## src/rtl/core/ept_pkg.sv

```systemverilog
package ept_pkg;

    // Field and register widths
    localparam int COUNTER_BITS_DEF = 16;
    localparam int COUNT_W          = 16;
    localparam int DELTA_W          = 16;
    localparam int SPEED_W          = 16;
    localparam int TOTAL_W          = 32;
    localparam int CDEG_W           = 16;
    localparam int ANGLE_W          = 48;
    localparam int FACTOR_W         = 24;
    localparam int PPT_W            = 20;
    localparam int CFG_ADDR_W       = 1;
    localparam int CFG_DATA_W       = 24;

    // Register reset values
    localparam logic [FACTOR_W-1:0] FACTOR_RST = 24'd65536;
    localparam logic [PPT_W-1:0]    PPT_RST    = 20'd1024;

    // Arithmetic constants
    localparam logic [CDEG_W-1:0]         CDEG_PER_TURN = 16'd36000;
    localparam int                        SPEED_POS_MAX = 32767;
    localparam int                        SPEED_NEG_MAG = 32768;
    localparam logic signed [SPEED_W-1:0] SPEED_POS_SAT = 16'sh7FFF;
    localparam logic signed [SPEED_W-1:0] SPEED_NEG_SAT = 16'sh8000;

    // Input mode codes
    localparam logic MODE_TICK = 1'b0;
    localparam logic MODE_INIT = 1'b1;

    typedef enum logic [CFG_ADDR_W-1:0] {
        CFG_SPEED_FACTOR   = 1'b0,
        CFG_PULSES_PER_TURN = 1'b1
    } cfg_addr_t;

    typedef struct packed {
        logic               mode;
        logic [COUNT_W-1:0] counter_value;
    } in_t;

    typedef struct packed {
        logic signed [DELTA_W-1:0] pulse_delta;
        logic signed [SPEED_W-1:0] shaft_speed;
        logic signed [TOTAL_W-1:0] total_pulses;
        logic [CDEG_W-1:0]         turn_angle_cdeg;
        logic signed [ANGLE_W-1:0] total_angle_cdeg;
    } out_t;

endpackage

```

## src/rtl/core/ept_smul.sv

```systemverilog
module ept_smul #(
    parameter int AW = 32,
    parameter int BW = 16
) (
    input  logic             clk,
    input  logic             rst_n,
    input  logic             start,
    input  logic [AW-1:0]    a,
    input  logic [BW-1:0]    b,
    output logic             busy,
    output logic [AW+BW-1:0] product
);

    localparam int PW = AW + BW;
    localparam int CW = $clog2(BW + 1);

    logic [PW-1:0] prod_reg, prod_next;
    logic [AW-1:0] a_reg, a_next;
    logic [CW-1:0] cnt_reg, cnt_next;
    logic          busy_reg, busy_next;
    logic [AW:0]   sum;

    // One multiplier bit per cycle, LSB first; partial product shifts right.
    always_comb
    begin
        sum       = {1'b0, prod_reg[PW-1:BW]} + (prod_reg[0] ? {1'b0, a_reg} : '0);
        prod_next = prod_reg;
        a_next    = a_reg;
        cnt_next  = cnt_reg;
        busy_next = busy_reg;
        if (start)
        begin
            prod_next = {{AW{1'b0}}, b};
            a_next    = a;
            cnt_next  = CW'(BW);
            busy_next = 1'b1;
        end
        else if (busy_reg)
        begin
            prod_next = {sum, prod_reg[BW-1:1]};
            cnt_next  = cnt_reg - CW'(1);
            if (cnt_reg == CW'(1))
            begin
                busy_next = 1'b0;
            end
        end
    end

    always_ff @(posedge clk or negedge rst_n)
    begin
        if (!rst_n)
        begin
            cnt_reg  <= '0;
            busy_reg <= 1'b0;
        end
        else
        begin
            cnt_reg  <= cnt_next;
            busy_reg <= busy_next;
        end
    end

    always_ff @(posedge clk)
    begin
        prod_reg <= prod_next;
        a_reg    <= a_next;
    end

    assign busy    = busy_reg;
    assign product = prod_reg;

endmodule

```

## src/rtl/core/ept_sdiv.sv

```systemverilog
module ept_sdiv #(
    parameter int NW = 32,
    parameter int DW = 20
) (
    input  logic                       clk,
    input  logic                       rst_n,
    input  logic                       start,
    input  logic [$clog2(NW+1)-1:0]    steps,
    input  logic [DW-1:0]              rem_init,
    input  logic [NW-1:0]              dividend,
    input  logic [DW-1:0]              divisor,
    output logic                       busy,
    output logic [NW-1:0]              quotient,
    output logic [DW-1:0]              remainder
);

    localparam int SW = $clog2(NW + 1);

    logic [DW-1:0] rem_reg, rem_next;
    logic [DW-1:0] div_reg, div_next;
    logic [NW-1:0] dsh_reg, dsh_next;
    logic [NW-1:0] quo_reg, quo_next;
    logic [SW-1:0] cnt_reg, cnt_next;
    logic          busy_reg, busy_next;
    logic [DW:0]   trial;
    logic [DW+1:0] diff;
    logic          fits;

    // Restoring division: shift in one dividend bit MSB first, subtract if it fits.
    always_comb
    begin
        trial     = {rem_reg, dsh_reg[NW-1]};
        diff      = {1'b0, trial} - {2'b00, div_reg};
        fits      = !diff[DW+1];
        rem_next  = rem_reg;
        div_next  = div_reg;
        dsh_next  = dsh_reg;
        quo_next  = quo_reg;
        cnt_next  = cnt_reg;
        busy_next = busy_reg;
        if (start)
        begin
            rem_next  = rem_init;
            div_next  = divisor;
            dsh_next  = dividend;
            quo_next  = '0;
            cnt_next  = steps;
            busy_next = 1'b1;
        end
        else if (busy_reg)
        begin
            rem_next = fits ? diff[DW-1:0] : trial[DW-1:0];
            dsh_next = {dsh_reg[NW-2:0], 1'b0};
            quo_next = {quo_reg[NW-2:0], fits};
            cnt_next = cnt_reg - SW'(1);
            if (cnt_reg == SW'(1))
            begin
                busy_next = 1'b0;
            end
        end
    end

    always_ff @(posedge clk or negedge rst_n)
    begin
        if (!rst_n)
        begin
            cnt_reg  <= '0;
            busy_reg <= 1'b0;
        end
        else
        begin
            cnt_reg  <= cnt_next;
            busy_reg <= busy_next;
        end
    end

    always_ff @(posedge clk)
    begin
        rem_reg <= rem_next;
        div_reg <= div_next;
        dsh_reg <= dsh_next;
        quo_reg <= quo_next;
    end

    assign busy      = busy_reg;
    assign quotient  = quo_reg;
    assign remainder = rem_reg;

endmodule

```

## src/rtl/core/encoder_position_speed_tracker_top.sv

```systemverilog
// Encoder position and speed tracker, one instance per motor.
// Input channel (in_valid/in_ready/in_data): one transaction per timer tick carries
// the raw encoder counter and a mode bit; MODE_INIT latches the counter and clears
// the running total, MODE_TICK unwraps the counter change and accumulates it.
// Output channel (out_valid/out_ready/out_data): one transaction per input with the
// pulse delta, saturated speed, running total and both angles in centidegrees.
// Configuration: cfg_wr_en writes cfg_wdata into the register selected by cfg_addr
// (speed factor Q8.16, pulses per turn); write only while the block is idle.
// Sequence: each accepted input runs through the serial restoring divider for
// total / pulses_per_turn, then shift-add multiplies of the whole turns and the
// leftover pulses by 36000, then a second division for the single-turn fraction.
// A new input is accepted only once the last result has gone to the output register.
// The speed multiply runs in parallel with the first division.
// Reset: total and previous counter clear to zero, registers take their defaults.
// A tick before any init measures from a previous count of zero.
// Stall: a finished result waits in the output register while the next input is
// accepted; the pipeline holds its last step until out_ready frees that register.
module encoder_position_speed_tracker_top #(
    parameter int COUNTER_BITS = ept_pkg::COUNTER_BITS_DEF
) (
    input  logic                            clk,
    input  logic                            rst_n,
    input  logic                            in_valid,
    output logic                            in_ready,
    input  ept_pkg::in_t                    in_data,
    output logic                            out_valid,
    input  logic                            out_ready,
    output ept_pkg::out_t                   out_data,
    input  logic                            cfg_wr_en,
    input  logic [ept_pkg::CFG_ADDR_W-1:0]  cfg_addr,
    input  logic [ept_pkg::CFG_DATA_W-1:0]  cfg_wdata
);

    localparam int CB      = COUNTER_BITS;
    localparam int TW      = ept_pkg::TOTAL_W;
    localparam int PW      = ept_pkg::PPT_W;
    localparam int FW      = ept_pkg::FACTOR_W;
    localparam int AGW     = ept_pkg::ANGLE_W;
    localparam int CDW     = ept_pkg::CDEG_W;
    localparam int SPW     = ept_pkg::SPEED_W;
    localparam int STEP_W  = $clog2(TW + 1);
    localparam int SCALE_W = CB + FW - 16;
    localparam int RPROD_W = PW + CDW;

    typedef enum logic [7:0] {
        ST_IDLE  = 8'b0000_0001,
        ST_ACCUM = 8'b0000_0010,
        ST_LOAD  = 8'b0000_0100,
        ST_DIV1  = 8'b0000_1000,
        ST_MUL   = 8'b0001_0000,
        ST_DIV2  = 8'b0010_0000,
        ST_FIN   = 8'b0100_0000,
        ST_OUT   = 8'b1000_0000
    } state_t;

    state_t state_reg, state_next;

    // Configuration registers
    logic [FW-1:0] factor_reg;
    logic [PW-1:0] ppt_reg;
    logic [PW-1:0] ppt_eff;

    // Tracker state and per-item values
    logic [CB-1:0]          prev_reg;
    logic signed [CB-1:0]   delta_reg;
    logic                   mode_reg;
    logic signed [TW-1:0]   total_reg;
    logic [AGW-1:0]         q_reg;
    logic [CDW-1:0]         turn_reg;
    logic signed [SPW-1:0]  speed_reg;

    logic [CB-1:0]          cur;
    logic signed [TW-1:0]   delta_ext;
    logic [CB-1:0]          delta_mag;
    logic                   total_neg;
    logic [TW-1:0]          total_mag;

    // Output register
    ept_pkg::out_t out_data_reg;
    logic          out_valid_reg;
    logic          out_load;

    // Arithmetic units
    logic                 spd_start, spd_busy;
    logic [CB+FW-1:0]     spd_prod;
    logic                 div_start, div_busy;
    logic [STEP_W-1:0]    div_steps;
    logic [PW-1:0]        div_rem_init;
    logic [TW-1:0]        div_dividend;
    logic [TW-1:0]        div_quo;
    logic [PW-1:0]        div_rem;
    logic                 mul_start;
    logic                 kmul_busy, rmul_busy;
    logic [AGW-1:0]       kmul_prod;
    logic [RPROD_W-1:0]   rmul_prod;

    logic [SCALE_W-1:0]   scaled;
    logic signed [SPW-1:0] speed_val;
    logic [CDW-1:0]       frac;
    logic [CDW-1:0]       turn_val;
    logic                 frac_inexact;

    assign ppt_eff   = (ppt_reg == '0) ? PW'(1) : ppt_reg;
    assign cur       = CB'(in_data.counter_value);
    assign delta_ext = TW'(delta_reg);
    assign delta_mag = delta_reg[CB-1] ? (CB'(0) - delta_reg) : delta_reg;
    assign total_neg = total_reg[TW-1];
    assign total_mag = total_neg ? (TW'(0) - total_reg) : total_reg;

    assign in_ready = (state_reg == ST_IDLE);
    assign out_load = (state_reg == ST_OUT) && (!out_valid_reg || out_ready);

    // Configuration writes
    always_ff @(posedge clk or negedge rst_n)
    begin
        if (!rst_n)
        begin
            factor_reg <= ept_pkg::FACTOR_RST;
            ppt_reg    <= ept_pkg::PPT_RST;
        end
        else if (cfg_wr_en)
        begin
            case (cfg_addr)
                ept_pkg::CFG_SPEED_FACTOR:    factor_reg <= cfg_wdata[FW-1:0];
                ept_pkg::CFG_PULSES_PER_TURN: ppt_reg    <= cfg_wdata[PW-1:0];
                default:                      factor_reg <= factor_reg;
            endcase
        end
    end

    // Sequencer: accumulate, divide total, scale by 36000, divide fraction, finish.
    always_comb
    begin
        state_next   = state_reg;
        spd_start    = 1'b0;
        div_start    = 1'b0;
        mul_start    = 1'b0;
        div_steps    = STEP_W'(TW);
        div_rem_init = '0;
        div_dividend = total_mag;
        case (state_reg)
            ST_IDLE:
            begin
                if (in_valid)
                begin
                    state_next = ST_ACCUM;
                end
            end
            ST_ACCUM:
            begin
                spd_start  = 1'b1;
                state_next = ST_LOAD;
            end
            ST_LOAD:
            begin
                div_start  = 1'b1;
                state_next = ST_DIV1;
            end
            ST_DIV1:
            begin
                if (!div_busy)
                begin
                    mul_start  = 1'b1;
                    state_next = ST_MUL;
                end
            end
            ST_MUL:
            begin
                div_steps    = STEP_W'(CDW);
                div_rem_init = rmul_prod[RPROD_W-1:CDW];
                div_dividend = {rmul_prod[CDW-1:0], {(TW-CDW){1'b0}}};
                if (!kmul_busy && !rmul_busy)
                begin
                    div_start  = 1'b1;
                    state_next = ST_DIV2;
                end
            end
            ST_DIV2:
            begin
                if (!div_busy)
                begin
                    state_next = ST_FIN;
                end
            end
            ST_FIN:
            begin
                state_next = ST_OUT;
            end
            ST_OUT:
            begin
                if (out_load)
                begin
                    state_next = ST_IDLE;
                end
            end
            default:
            begin
                state_next = ST_IDLE;
            end
        endcase
    end

    always_ff @(posedge clk or negedge rst_n)
    begin
        if (!rst_n)
        begin
            state_reg <= ST_IDLE;
            prev_reg  <= '0;
            total_reg <= '0;
        end
        else
        begin
            state_reg <= state_next;
            if (in_valid && in_ready)
            begin
                prev_reg <= cur;
            end
            // Drop the total on init, otherwise add the sign-extended delta.
            if (state_reg == ST_ACCUM)
            begin
                total_reg <= (mode_reg == ept_pkg::MODE_INIT) ? '0 : total_reg + delta_ext;
            end
        end
    end

    // Capture the unwrapped delta at accept; init reports a zero delta.
    always_ff @(posedge clk)
    begin
        if (in_valid && in_ready)
        begin
            mode_reg  <= in_data.mode;
            delta_reg <= (in_data.mode == ept_pkg::MODE_INIT) ? '0 : (cur - prev_reg);
        end
    end

    // Speed: |delta| * factor >> 16, saturated, sign restored.
    assign scaled = spd_prod[CB+FW-1:16];

    always_comb
    begin
        if (delta_reg[CB-1])
        begin
            if (scaled > SCALE_W'(ept_pkg::SPEED_NEG_MAG))
            begin
                speed_val = ept_pkg::SPEED_NEG_SAT;
            end
            else
            begin
                speed_val = SPW'(0) - scaled[SPW-1:0];
            end
        end
        else
        begin
            if (scaled > SCALE_W'(ept_pkg::SPEED_POS_MAX))
            begin
                speed_val = ept_pkg::SPEED_POS_SAT;
            end
            else
            begin
                speed_val = scaled[SPW-1:0];
            end
        end
    end

    // Turn angle: for a negative total the turn is 36000 minus the ceiling of the
    // positive fraction, and zero when the total is a whole number of turns.
    assign frac         = div_quo[CDW-1:0];
    assign frac_inexact = (div_rem != '0);

    always_comb
    begin
        if (!total_neg)
        begin
            turn_val = frac;
        end
        else if (frac == '0 && !frac_inexact)
        begin
            turn_val = '0;
        end
        else
        begin
            turn_val = ept_pkg::CDEG_PER_TURN - frac - CDW'(frac_inexact);
        end
    end

    always_ff @(posedge clk)
    begin
        if (state_reg == ST_FIN)
        begin
            q_reg     <= kmul_prod + AGW'(frac);
            turn_reg  <= turn_val;
            speed_reg <= speed_val;
        end
    end

    // Output register: hold until taken, load the next result when free.
    always_ff @(posedge clk or negedge rst_n)
    begin
        if (!rst_n)
        begin
            out_valid_reg <= 1'b0;
        end
        else if (out_load)
        begin
            out_valid_reg <= 1'b1;
        end
        else if (out_ready)
        begin
            out_valid_reg <= 1'b0;
        end
    end

    always_ff @(posedge clk)
    begin
        if (out_load)
        begin
            out_data_reg.pulse_delta      <= delta_ext[ept_pkg::DELTA_W-1:0];
            out_data_reg.shaft_speed      <= speed_reg;
            out_data_reg.total_pulses     <= total_reg;
            out_data_reg.turn_angle_cdeg  <= turn_reg;
            out_data_reg.total_angle_cdeg <= total_neg ? (AGW'(0) - q_reg) : q_reg;
        end
    end

    assign out_valid = out_valid_reg;
    assign out_data  = out_data_reg;

    ept_smul #(
        .AW (CB),
        .BW (FW)
    ) u_spd_mul (
        .clk     (clk),
        .rst_n   (rst_n),
        .start   (spd_start),
        .a       (delta_mag),
        .b       (factor_reg),
        .busy    (spd_busy),
        .product (spd_prod)
    );

    ept_sdiv #(
        .NW (TW),
        .DW (PW)
    ) u_div (
        .clk       (clk),
        .rst_n     (rst_n),
        .start     (div_start),
        .steps     (div_steps),
        .rem_init  (div_rem_init),
        .dividend  (div_dividend),
        .divisor   (ppt_eff),
        .busy      (div_busy),
        .quotient  (div_quo),
        .remainder (div_rem)
    );

    // Whole turns times 36000
    ept_smul #(
        .AW (TW),
        .BW (CDW)
    ) u_kmul (
        .clk     (clk),
        .rst_n   (rst_n),
        .start   (mul_start),
        .a       (div_quo),
        .b       (ept_pkg::CDEG_PER_TURN),
        .busy    (kmul_busy),
        .product (kmul_prod)
    );

    // Leftover pulses times 36000
    ept_smul #(
        .AW (PW),
        .BW (CDW)
    ) u_rmul (
        .clk     (clk),
        .rst_n   (rst_n),
        .start   (mul_start),
        .a       (div_rem),
        .b       (ept_pkg::CDEG_PER_TURN),
        .busy    (rmul_busy),
        .product (rmul_prod)
    );

    a_units_idle: assert property (@(posedge clk) disable iff (!rst_n)
        state_reg == ST_IDLE |-> !div_busy && !kmul_busy && !rmul_busy)
        else $error("arithmetic unit busy while idle");

    a_speed_ready: assert property (@(posedge clk) disable iff (!rst_n)
        state_reg == ST_FIN |-> !spd_busy)
        else $error("speed product not ready at finish");

    a_accept_starts: assert property (@(posedge clk) disable iff (!rst_n)
        in_valid && in_ready |=> state_reg == ST_ACCUM)
        else $error("accepted transaction did not start accumulation");

    a_init_clears: assert property (@(posedge clk) disable iff (!rst_n)
        state_reg == ST_ACCUM && mode_reg == ept_pkg::MODE_INIT |=> total_reg == '0)
        else $error("init did not clear the total");

    a_turn_range: assert property (@(posedge clk) disable iff (!rst_n)
        out_valid |-> out_data.turn_angle_cdeg < ept_pkg::CDEG_PER_TURN)
        else $error("turn angle out of range");

endmodule
```

## config.mk

```make
export PLATFORM = sky130hd
export DESIGN_NAME = encoder_position_speed_tracker_top
export DESIGN_NICKNAME = d
export VERILOG_FILES = /design/src/rtl/core/ept_pkg.sv /design/src/rtl/core/ept_smul.sv /design/src/rtl/core/ept_sdiv.sv /design/src/rtl/core/encoder_position_speed_tracker_top.sv
export SDC_FILE = /design/constraint.sdc
export NUM_CORES = 1
export LEC_CHECK = 0
export ABC_CLOCK_PERIOD_IN_PS = 9800
export BUFFER_PORTS_ARGS = -buffer_cell sky130_fd_sc_hd__buf_4
export CAP_MARGIN = 15
export CORE_ASPECT_RATIO = 0.7
export CORE_MARGIN = 4
export CORE_UTILIZATION = 40
export DETAILED_ROUTE_END_ITERATION = 7
export GPL_TIMING_DRIVEN = 0
export PLACE_DENSITY = 0.64
export SLEW_MARGIN = 40
export SYNTH_ARGS = -nofsm -noshare
export SYNTH_HDL_FRONTEND = slang
export SYNTH_SLANG_ARGS = --single-unit
```

## constraint.sdc

```tcl
create_clock -name clk -period 9.8 [get_ports clk]
set_input_delay 0 -clock clk [delete_from_list [all_inputs] [get_ports clk]]
set_output_delay 0 -clock clk [all_outputs]
set_load 0.02 [all_outputs]
```

; ---- Yosys cells after proc, flatten, opt, wreduce, memory -nomap -nowiden
; Index checks and enable logic that the tools add are counted.
[totals]
elab_cells = 149
register_bits = 647
input_bits = 47
[op_classes]
mux = 55
n_bitwise = 1
n_addsub = 17
n_lt_le_gt_ge = 2
n_eq_ne = 17
reduce_logical = 21
[op_table]
columns = cell, count
row1 = $mux W32, 6
row2 = $mux W20, 5
row3 = $mux W16, 6
row4 = $pmux W8 S8, 1
row5 = $add A48 B16 Y48, 1
row6 = $mux W24, 2
row7 = $mux W48, 1
row8 = $sub A1 B48 Y48 const A, 1
row9 = $mux W8, 5
row10 = $add A32 B33 Y33, 1
row11 = $add A32 B32 Y32, 1
row12 = $sub A1 B16 Y16 const A, 2
row13 = $sub A1 B32 Y32 const A, 1
row14 = $mux W5, 6
row15 = $gt A24 B15 Y1 const B, 1
row16 = $gt A24 B16 Y1 const B, 1
row17 = $sub A21 B20 Y22, 1
row18 = $add A20 B21 Y21, 1
row19 = $logic_not A20 Y1, 1
row20 = $reduce_bool A20 Y1, 1
row21 = $mux W1, 18
row22 = $mux W6, 3
row23 = $add A16 B16 Y17, 1
row24 = $logic_not A16 Y1, 1
row25 = 25 further kinds, 45

; ---- Longest topological paths before layout
; Gate-level depths: netlist of run 1.
[logic_depth]
word_depth = 5
depth_mapped = 17

; ---- Cells and area by module
; A second synthesis of run 1 with hierarchy kept.
[unflattened]
cells_unflattened = 3185
hier_area_um2 = 35212.5
[by_module_without_submodules]
columns = mod, area_per_inst_um2, cells_per_inst, instances
row1 = encoder_position_speed_tracker_top, 17829.6, 1623, 1
row2 = ept_sdiv, 5783.0, 493, 1
row3 = ept_smul at u_kmul, 4916.0, 482, 1
row4 = ept_smul at u_rmul, 3452.1, 315, 1
row5 = ept_smul at u_spd_mul, 3231.8, 272, 1

; ---- Least setup slack after synthesis of run 1
; Ideal clock, no wire load.
[synth_timing]
path_kind = register to register
from = register state_reg[4]
to = register state_reg[7]
path_buffers = 0
t_required_ns = 9.689
t_arrival_ns = 7.425
stages_incl_launch_ff = 6
slack_ns = 2.264
cell_sequence = dfrtp_1 -> nor2_1 -> nand2_1 -> or3_1 -> nor3b_1 -> o21bai_1
[synth_between]
elab_chain_len = 4
word_cells_on_any_way = 16
[synth_rtl]
columns = element, line
row1 = start: declaration, encoder_position_speed_tracker_top.sv:56  ; state_t state_reg, state_next;
row2 = start signal: assignment, encoder_position_speed_tracker_top.sv:213  ; state_reg <= state_next;
row3 = $eq A8 B8 Y1, "encoder_position_speed_tracker_top.sv:111, encoder_position_speed_tracker_top.sv:141"
row4 = $logic_and A1 B1 Y1, encoder_position_speed_tracker_top.sv:111  ; assign out_load = (state_reg == ST_OUT) && (!out_valid_reg || out_ready);
row5 = $ne A2 B2 Y1 (no line), -
row6 = $reduce_and A5 Y1 (no line), -
; Several ways; a longest one is shown, not always the timed one.
; A chain may end at the register's enable or synchronous reset.

; ---- Final worst setup path of run 1
[layout_timing]
from = register u_div.rem_reg[8] (netlist: u_div.remainder[8])
to = register turn_reg[15], data pin
[layout_between]
elab_chain_len = 5
word_cells_on_any_way = 6
[layout_rtl]
columns = element, line
row1 = start: declaration, ept_sdiv.sv:19  ; logic [DW-1:0] rem_reg, rem_next;
row2 = start signal: assignment, ept_sdiv.sv:79  ; rem_reg <= rem_next;
row3 = $reduce_bool A20 Y1 *, encoder_position_speed_tracker_top.sv:268  ; assign frac_inexact = (div_rem != '0);
row4 = "parallel branches: the longest is 2 deep, another holds $sub A16 B1 Y16", -
row5 = $mux W16 *, encoder_position_speed_tracker_top.sv:276  ; else if (frac == '0 && !frac_inexact)
row6 = $mux W16 *, encoder_position_speed_tracker_top.sv:272  ; if (!total_neg)
row7 = named net turn_val[15], encoder_position_speed_tracker_top.sv:100  ; logic [CDW-1:0] turn_val;
row8 = end signal: assignment, encoder_position_speed_tracker_top.sv:291  ; turn_reg <= turn_val;
row9 = end: declaration, encoder_position_speed_tracker_top.sv:69  ; logic [CDW-1:0] turn_reg;
; Mark *: on every way through the listed nets, which the timed path passes.

==> results of run 1 <==
==> through the flow <==
stage / setup slack, ns / util (%) / instance area (um^2) / hold WS (ns)
CTS: 5.44 / 47.4 / 39100 / 0.0727
detailed placement: 5.44 / 44.2 / 36500 / -0.0945
global placement: -1.05 / 43.6 / 36000 / 0.200
global route: 5.08 / 47.4 / 39100 / 0.122
floorplan: 2.26 / - / 33400 / -0.296
finish: 5.26 / 47.4 / 39100 / 0.116
==> cells in the final DEF (no fill, tap or decap), types with 13 or more instances in the layout <==
| master | instances |
|---|---|
| edfxtp_1 | 389 |
| nand2_1 | 273 |
| nor2_1 | 233 |
| xnor2_1 | 189 |
| ha_1 | 186 |
| buf_4 | 181 |
| o21ai_0 | 162 |
| a21oi_1 | 135 |
| dfxtp_1 | 132 |
| mux2i_1 | 130 |
| inv_1 | 123 |
| dfrtp_1 | 123 |
| clkbuf_1 | 118 |
| xor2_1 | 81 |
| and2_1 | 80 |
| clkbuf_16 | 70 |
| a21o_1 | 46 |
| mux2_2 | 46 |
| dlygate4sd3_1 | 46 |
| nand3_1 | 41 |
| nor3_1 | 35 |
| o22ai_1 | 34 |
| o31ai_1 | 32 |
| a211oi_1 | 31 |
| and3_1 | 29 |
| a22o_1 | 29 |
| or3_1 | 25 |
| nand2b_1 | 23 |
| nor4_1 | 22 |
| nor2b_1 | 22 |
| o21bai_1 | 21 |
| o41ai_1 | 19 |
| o21a_1 | 17 |
| nand4_1 | 16 |
| a22oi_1 | 16 |
| a31oi_1 | 15 |
| clkinv_2 | 14 |
| or4_1 | 13 |
==> worst paths after layout <==
| check | startpoint | to | slack (ns) | cells past startpoint |
|---|---|---|---|---|
| worst max-delay path | u_div.remainder[8]$_DFFE_PP_ | turn_reg[15]$_DFFE_PN_ | 5.26 | 17 |
| worst min-delay path | cfg_wr_en | factor_reg[2]$_DFFE_PN0P_ | 0.12 | 4 |
| worst max register to register | u_div.remainder[8]$_DFFE_PP_ | turn_reg[15]$_DFFE_PN_ | 5.26 | 17 |
| worst min register to register | speed_reg[2]$_DFFE_PN_ | out_data[98]$_DFFE_PP_ | 0.42 | 0 |
| max in group asynchronous | rst_n | state_reg[0]$_DFFE_PN1P_ | 8.69 | 5 |
| min in group asynchronous | rst_n | ppt_reg[10]$_DFFE_PN1P_ | 0.46 | 3 |
==> final cells by class <==
cell class | instances | area (um^2) | area share (%)
flip-flops and latches | 647 | 17500 | 44.7
multi-input cells | 2136 | 15000 | 38.3
repair buffers | 251 | 2200 | 5.63
clock buffers | 90 | 1870 | 4.77
well taps | 1080 | 1350 | 3.45
inverters | 127 | 477 | 1.22
plain buffers | 121 | 472 | 1.21
clock inverters | 30 | 295 | 0.755
diodes | 1 | 2.50 | 0.00640
==> layer usage <==
layer / track usage (%) / wire (um) / part of all wire, % / vias to the layer above
met5: 0 / 0 / 0 / -
met4: 3.56 / 1300 / 1.5 / 0
met3: 4.49 / 7020 / 8.3 / 92
met2: 25.8 / 33800 / 40 / 703
met1: 29.3 / 42100 / 50 / 11566
li1: - / - / - / 11633
==> report_power, final <==
group | total (uW) | internal (uW) | leakage (uW) | switching (uW)
clock | 2550 | 1460 | 0.00107 | 1090
sequential | 4320 | 3660 | 0.00618 | 652
combinational | 3950 | 1700 | 0.00865 | 2250
total | 10800 | 6820 | 0.0159 | 3990
==> timing repair <==
| item | CTS | global route |
|---|---|---|
| gates resized for setup | 0 | 0 |
| hold buffers | 47 | 0 |
| endpoints found under the hold margin | 203 | 0 |
==> tightest hold or removal path, stage by stage <==
cell and delay, ns:
buf_4 0.11, nor2b_1 0.13, clkbuf_1 0.19, mux2_2 0.26
==> logic make-up (layout without fill, tap and decap cells) <==
family	Yosys count	in the layout	share of synthesized area, %
other	0	1	0
multiplexers	176	176	5.45
XOR/XNOR	270	270	7.09
adder cells (fa/ha/maj)	193	193	7.40
AND/OR/NAND/NOR	874	874	12.8
AO/OA/AOI/OAI	623	623	12.1
buffers and inverters	248	619	2.79
flip-flops	647	647	52.4
==> impl_metrics.tcl, run 1 <==
set metrics [dict create \
    p_leak_uw 0.0159 \
    relSlewSlack_pct 42.2 \
    path_clk_slew_ns 0.06 \
    cts_root_buf "clkbuf_16" \
    yosys_warnings 0 \
    syn_area_per_cell_um2 11.0 \
    worst_path_max_delay_cell "nor2_1" \
    synthTopCellsByArea "edfxtp_1 (35%), dfrtp_1 (9.2%), dfxtp_1 (7.9%)" \
    post_cts_buffers 0 \
    power_density_nw_per_um2 276 \
    path_class "reg -> reg" \
    total_power_uw 10800 \
    grt_pass1_wl_um 131000 \
    placed_cells 4315 \
    synth_top_area_share_pct 35.0 \
    antenna_found_initial 0 \
    clock_latency_ns 0.62 \
    first_global_vias 22227 \
    synth_nets 3271 \
    ys_types 79 \
    final_cells 4483 \
    core_um2 82600 \
    crit_arrival_ns 4.90 \
    vias_per_cell 5.35 \
    hpwl_um 62900 \
    die_h_um 250 \
    critPathMaxFanout 4 \
    cap_violations 0 \
    syn_area_um2 33400 \
    clk_path_buf_depth 3 \
    outcome "complete, no violations" \
    fill_cells 7603 \
    start_util_pct 40.4 \
    drt_wl_total_um 84300 \
    fin_crit_ns 4.54 \
    async_reset_ff_share_pct 19.5 \
    syn2layout_area_growth_pct 17.3 \
    cts_made_buffers 66 \
    rsz0062_at_grt "no" \
    synth.most_common_cell "edfxtp_1" \
    worst-path-buf-inv 1 \
    cpLargestDelayFamily "compound AO/OA/AOI/OAI gates" \
    rows 88 \
    grt.total_usage_pct 18.6 \
    synthTopCellsByCount "edfxtp_1 (389), nand2_1 (274), nor2_1 (233)" \
    synth-seq-cells 647 \
    hold_path_class "in -> reg" \
    setup_violations 0 \
    cts_tree "done" \
    numPortBuffers 176 \
    fin_nets 3590 \
    fmax_mhz 220 \
    synth_edf_count 389 \
    yosys.area.top_type "edfxtp_1" \
    vias 23994 \
    fin_crit_sh_pct 46.3 \
    clock-sinks 647 \
    cp_cell_sequence "nor4_1, nand3_1, nor2_1, ha_1, ha_1, inv_1, ha_1, o21bai_1, a21oi_1, o21ai_0, a211oi_1, o21bai_1, a2111oi_0, o21bai_1, a21oi_1, xor2_1, o31ai_1" \
    die_w_um 353 \
    hold_violations 0 \
    drtPass1Iterations 6 \
    drt-initial-drc-count 2084 \
    synthFlopType "edfxtp_1" \
    maxSlewViolCount 0 \
    final_layout_size_suffix_gt1_share_pct 11.9 \
    yosysSeqAreaShare_pct 52.4 \
    startpoint_type "register" \
    overflow 0 \
    grt_max_degree 48 \
    max_stage_delay_ns 0.54 \
    dieArea_um2 88100 \
    largest_register_ffs 128 \
    final_antenna_net_count 0 \
    fin_setup_tns_ns 0 \
    drc 0 \
    vdd_drop_max_mv 0.136 \
    end_kind "register" \
    gp_congestion 0.898 \
    worst_slew_pin_slew_ns 0.862 \
    synthCells 3031 \
    cts-htree-levels 3 \
    io_pins 177 \
    wl_per_cell_um 18.8 \
    required_ns 10.17 \
    finClkSkew_ns 0.0254 \
]
(Power assumes the default switching activity.)
==> run 2, diff against run 1 <==
--- a/config.mk
+++ b/config.mk
@@ -5,7 +5,7 @@
 export SDC_FILE = /design/constraint.sdc
 export NUM_CORES = 1
 export LEC_CHECK = 0
-export ABC_CLOCK_PERIOD_IN_PS = 9800
+export ABC_CLOCK_PERIOD_IN_PS = 4800
 export BUFFER_PORTS_ARGS = -buffer_cell sky130_fd_sc_hd__buf_4
 export CAP_MARGIN = 15
 export CORE_ASPECT_RATIO = 0.7
==> constraint.sdc (replaced) <==
create_clock -name clk -period 4.8 [get_ports clk]
set_input_delay 0 -clock clk [delete_from_list [all_inputs] [get_ports clk]]
set_output_delay 0 -clock clk [all_outputs]
set_load 0.02 [all_outputs]
==> run 2 against run 1 <==
  * Routed wire length up 0.78%
  * Via count unchanged
  * Power up 110%
  * Cell count down 0.11%
  * Count of clock-buffer cells in the layout down 7
  * First-iteration DRC count down 0.82%
  * Clock power up 110%
  * Critical path depth unchanged
  * Largest cell class unchanged
  * Highest routed layer is now met5
==> impl_metrics.tcl, run 2 (synthesis results as in run 1) <==
set metrics [dict create \
    fmax_mhz 227 \
    post_cts_buffers 0 \
    numPortBuffers 176 \
    final_cells 4478 \
    rows 88 \
    largest_register_ffs 128 \
    die_h_um 250 \
    outcome "complete, no violations" \
    setup_violations 0 \
    first_global_vias 22440 \
    fin_crit_ns 4.40 \
    vias 23994 \
    grt_max_degree 70 \
    antenna_found_initial 3 \
    final_antenna_net_count 0 \
    drtPass1Iterations 5 \
    relSlewSlack_pct 40.3 \
    cts_hold_buffers 48 \
    end_kind "register" \
    clk_path_buf_depth 3 \
    cap_violations 0 \
    cts_root_buf "clkbuf_16" \
    rsz0062_at_grt "no" \
    final_cell_mix "edfxtp_1 (389), nand2_1 (273), nor2_1 (233), xnor2_1 (189), ha_1 (186)" \
    fin_nets 3584 \
    cts_made_buffers 66 \
    p_leak_uw 0.0159 \
    drt-initial-drc-count 2067 \
    drt_wl_total_um 84900 \
    path_class "reg -> reg" \
    drc 0 \
    required_ns 5.20 \
    cts-htree-levels 3 \
    gp_congestion 0.895 \
    hold_ws_ns 0.125 \
    finClkSkew_ns 0.0284 \
    grt.total_usage_pct 18.8 \
    fin_setup_tns_ns 0 \
    diodes 0 \
    io_pins 177 \
    overflow 0 \
    worst_slew_pin_slew_ns 0.895 \
    fin_crit_sh_pct 91.6 \
    placed_cells 4308 \
    vdd_drop_max_mv 0.289 \
    cts_resized 0 \
    final_layout_size_suffix_gt1_share_pct 11.9 \
    hpwl_um 62500 \
    dieArea_um2 88100 \
    vias_per_cell 5.36 \
    power_density_nw_per_um2 569 \
    startpoint_type "register" \
    cts_tree "done" \
    utilization_pct 47.5 \
    hold_path_class "in -> reg" \
    die_w_um 353 \
    critPathMaxFanout 4 \
    maxSlewViolCount 0 \
    crit_arrival_ns 4.80 \
    layout_commonest_cell "edfxtp_1" \
    grt_pass1_wl_um 131000 \
    hold_violations 0 \
    wl_per_cell_um 19.0 \
    clock_latency_ns 0.63 \
    path_clk_slew_ns 0.07 \
    start_util_pct 40.4 \
    syn2layout_area_growth_pct 17.6 \
    core_um2 82600 \
    clock-sinks 647 \
]
## run 2: cell type report
type	count	area [um^2]
repair buffers	245	2180
flip-flops and latches	647	17500
well taps	1080	1350
clock buffers	83	1890
multi-input cells	2136	15000
plain buffers	121	470
inverters	127	477
fillers	7472	43400
clock inverters	39	389
## run 2: where the power goes
group          total [uW]  leakage [uW]  switching, uW  internal, uW
combinational        8090       0.00861           4620          3460
sequential           8800       0.00618           1320          7480
clock                5440       0.00111           2330          3110
total               22300        0.0159           8270         14100
## run 2: stage by stage
stage          instance area, um^2  total power (uW)  setup slack (ns)
2_1_floorplan                33400             14400            0.0641
3_3_place_gp                 36000             16600             -1.79
3_5_place_dp                 36400             16800             0.496
4_1_cts                      39200             22300             0.486
5_1_grt                      39200             23700             0.204
6_report                     39200             22300             0.401
## run 2: worst max-delay path: stages, from the launching register on
cell and delay (ns):
edfxtp_1 0.45, nor4_1 0.51, nand3_1 0.22, nor2_1 0.46, ha_1 0.28, ha_1 0.17, inv_1 0.04, ha_1 0.19
o21bai_1 0.16, a21oi_1 0.12, o21ai_0 0.30, a211oi_1 0.19, o21bai_1 0.19, a2111oi_0 0.16, o21bai_1 0.19, a21oi_1 0.10
xor2_1 0.15, o31ai_1 0.30
## run 2: routing by layer
| metal | track usage [%] | routed length (um) | up-vias |
|---|---|---|---|
| li1 | - | - | 11613 |
| met1 | 29.6 | 42600 | 11585 |
| met2 | 25.7 | 33800 | 688 |
| met3 | 4.43 | 6940 | 106 |
| met4 | 4.28 | 1590 | 2 |
| met5 | 0 | 11 | - |
## run 2: worst paths after layout
kind	endpoint	cells after the start	slack, ns	from
hold reg to reg	out_data[61]$_DFFE_PP_	0	0.42	turn_reg[13]$_DFFE_PN_
setup reg to reg	turn_reg[15]$_DFFE_PN_	17	0.40	u_div.remainder[8]$_DFFE_PP_
hold / removal	factor_reg[0]$_DFFE_PN0P_	4	0.13	cfg_wr_en
setup / recovery	turn_reg[15]$_DFFE_PN_	17	0.40	u_div.remainder[8]$_DFFE_PP_
min in group asynchronous	factor_reg[16]$_DFFE_PN1P_	3	0.51	rst_n
max in group asynchronous	u_rmul.cnt_reg[0]$_DFFE_PN0P_	4	3.87	rst_n
==> run 3, diff against run 2 <==
--- a/config.mk
+++ b/config.mk
@@ -6,9 +6,9 @@
 export NUM_CORES = 1
 export LEC_CHECK = 0
 export ABC_CLOCK_PERIOD_IN_PS = 4800
-export BUFFER_PORTS_ARGS = -buffer_cell sky130_fd_sc_hd__buf_4
+export BUFFER_PORTS_ARGS = -buffer_cell sky130_fd_sc_hd__buf_2
 export CAP_MARGIN = 15
-export CORE_ASPECT_RATIO = 0.7
+export CORE_ASPECT_RATIO = 2
 export CORE_MARGIN = 4
 export CORE_UTILIZATION = 40
 export DETAILED_ROUTE_END_ITERATION = 7
==> run 3 against run 2 <==
  * Sequential cell count unchanged
  * Power down 2.8%
  * Maximum frequency down 1.4%
  * Die area up 0.23%
  * Non-clock buffer count up 10
  * Routed wire length down 3.0%
  * Via count down 1.8%
  * Clock skew up 0.0084 ns
  * Sequential share of layout area up 0.66 points
  * Cell count down 0.47%
  * Clock power down 8.3%
  * Largest power group unchanged
==> impl_metrics.tcl, run 3 (synthesis results as in run 1) <==
set metrics [dict create \
    outcome "complete, no violations" \
    clockPowerShare_pct 23.0 \
    path_class "reg -> reg" \
    final_antenna_net_count 0 \
    power_density_nw_per_um2 562 \
    overflow 0 \
    grt.total_usage_pct 18.4 \
    p_leak_uw 0.0157 \
    antenna_found_initial 4 \
    r2r_start "u_div.remainder[16]$_DFFE_PP_" \
    start_util_pct 40.4 \
    hpwl_um 63000 \
    relSlewSlack_pct 36.4 \
    switching_share_pct 36.5 \
    fin_crit_ns 4.46 \
    fin_nets 3587 \
    vias_per_cell 5.29 \
    holdCritStartpoint "in_data[16]" \
    vias 23563 \
    startpoint_type "register" \
    fill_cells 7751 \
    hold_violations 0 \
    largest_register_ffs 128 \
    max_stage_delay_ns 0.54 \
    end_kind "register" \
    layout_commonest_cell "edfxtp_1" \
    rsz0062_at_grt "no" \
    wl_per_cell_um 18.5 \
    worstSetupStartpoint "u_div.remainder[16]$_DFFE_PP_" \
    clock-sinks 647 \
    drt_wl_total_um 82400 \
    finClkSkew_ns 0.0368 \
    clk_path_buf_depth 3 \
    clock_latency_ns 0.65 \
    cp_cell_sequence "nor4_1, nand2_1, nor2_1, ha_1, ha_1, inv_1, ha_1, o21bai_1, a21oi_1, o21ai_0, a211oi_1, o21bai_1, a2111oi_0, o21bai_1, a21oi_1, xor2_1, o31ai_1" \
    path_clk_slew_ns 0.07 \
    numPortBuffers 176 \
    worst_path_max_delay_cell "nor2_1" \
    p_comb_share_pct 36.6 \
    critPathMaxFanout 4 \
    vdd_drop_max_mv 0.387 \
    die_w_um 212 \
    switching_power_uw 7920 \
    dieArea_um2 88400 \
    hold_ws_ns 0.0862 \
    hold_path_class "in -> reg" \
    rows 149 \
    required_ns 5.21 \
    dp_slack_ns 0.336 \
    cts-htree-levels 2 \
    worst_slack_ns 0.337 \
    post_cts_buffers 0 \
    final_cell_mix "edfxtp_1 (389), nand2_1 (273), nor2_1 (233), xnor2_1 (189), ha_1 (186)" \
    setup_violations 0 \
    drtPass1Iterations 5 \
    worst_slew_pin_slew_ns 0.938 \
    drc 0 \
    gp_congestion 0.870 \
    grt_pass1_wl_um 129000 \
    grt_max_degree 68 \
    p_seq_share_pct 40.4 \
    io_pins 177 \
    syn2layout_area_growth_pct 15.9 \
    crit_arrival_ns 4.88 \
    maxSlewViolCount 0 \
    cts_made_buffers 59 \
    first_global_vias 23891 \
    final_layout_size_suffix_gt1_share_pct 11.6 \
    die_h_um 416 \
    cts_root_buf "clkbuf_16" \
    utilization_pct 46.8 \
    core_um2 82600 \
    cts_tree "done" \
    cap_violations 0 \
    drt-initial-drc-count 1044 \
    cts_resized 0 \
    fin_crit_sh_pct 93.0 \
    p_int_uw 13800 \
    fmax_mhz 224 \
]
[run 3: changes by cell type in the layout (fill, tap and decap cells not counted), moves of 3 or more]
| cell | previous run | this run |
|---|---|---|
| dlygate4sd3_1 | 47 | 58 |
| clkbuf_2 | 8 | 5 |
| buf_2 | 2 | 178 |
| clkinv_4 | 4 | 1 |
| clkinv_1 | 8 | 2 |
| buf_4 | 180 | 5 |
| clkbuf_16 | 72 | 60 |
| clkbuf_1 | 111 | 115 |
| clkbuf_8 | 5 | 11 |
[run 3: critical path, delay by kind of cell, from the launching register on]
kind                     cells  cell delay (ns)
buffers and inverters        1             0.05
AO/OA/AOI/OAI                9             1.75
XOR/XNOR                     1             0.15
AND/OR/NAND/NOR              3             1.18
flip-flops                   1             0.45
adder cells (fa/ha/maj)      3             0.65
[run 3: what timing repair did]
action,CTS,global route
endpoints found under the hold margin,209,0
hold buffers,59,0
setup endpoints to repair,0,0
[run 3: final timing paths]
| check | slack [ns] | cells after the start | to |
|---|---|---|---|
| setup / recovery | 0.34 | 17 | turn_reg[15]$_DFFE_PN_ |
| hold / removal | 0.09 | 2 | mode_reg$_DFFE_PP_ |
| setup reg to reg | 0.34 | 17 | turn_reg[15]$_DFFE_PN_ |
| hold reg to reg | 0.41 | 0 | out_data[103]$_DFFE_PP_ |
| max in group asynchronous | 3.90 | 4 | total_reg[29]$_DFFE_PN0P_ |
| min in group asynchronous | 0.51 | 3 | state_reg[0]$_DFFE_PN1P_ |
[run 3: power groups by stage]
stage	clock, uW	sequential, uW	combinational [uW]
after floorplan	0	8330	6060
after global routing	5340	8910	8920
after global placement	0	8920	7600
after CTS	5130	8780	7990
final	4990	8780	7940
after detailed placement	0	8890	7850
[run 3: layout make-up]
cell class | instances | area, um^2 | share of cell area, %
clock inverters | 31 | 375 | 0.971
plain buffers | 121 | 468 | 1.21
multi-input cells | 2136 | 15000 | 38.8
repair buffers | 255 | 1850 | 4.78
well taps | 1057 | 1320 | 3.42
clock buffers | 81 | 1690 | 4.37
flip-flops and latches | 647 | 17500 | 45.2
diodes | 2 | 5.00 | 0.0129
inverters | 127 | 477 | 1.23
[run 3: layer usage]
| layer | routed length [um] | GRT usage, % |
|---|---|---|
| met5 | 0 | 0 |
| met4 | 4050 | 8.41 |
| met3 | 3130 | 2.64 |
| met2 | 45700 | 35.8 |
| met1 | 29500 | 19.1 |
[run 3: metrics by stage]
| stage | area [um^2] | cells | power, uW | setup TNS, ns |
|---|---|---|---|---|
| after CTS | 38600 | 4455 | 21900 | 0 |
| after floorplan | 33400 | 3031 | 14400 | 0 |
| after global routing | 38600 | 4456 | 23200 | 0 |
| after global placement | 35600 | 4264 | 16500 | -343.29 |
| after detailed placement | 36000 | 4284 | 16700 | 0 |
| final | 38700 | 4457 | 21700 | 0 |
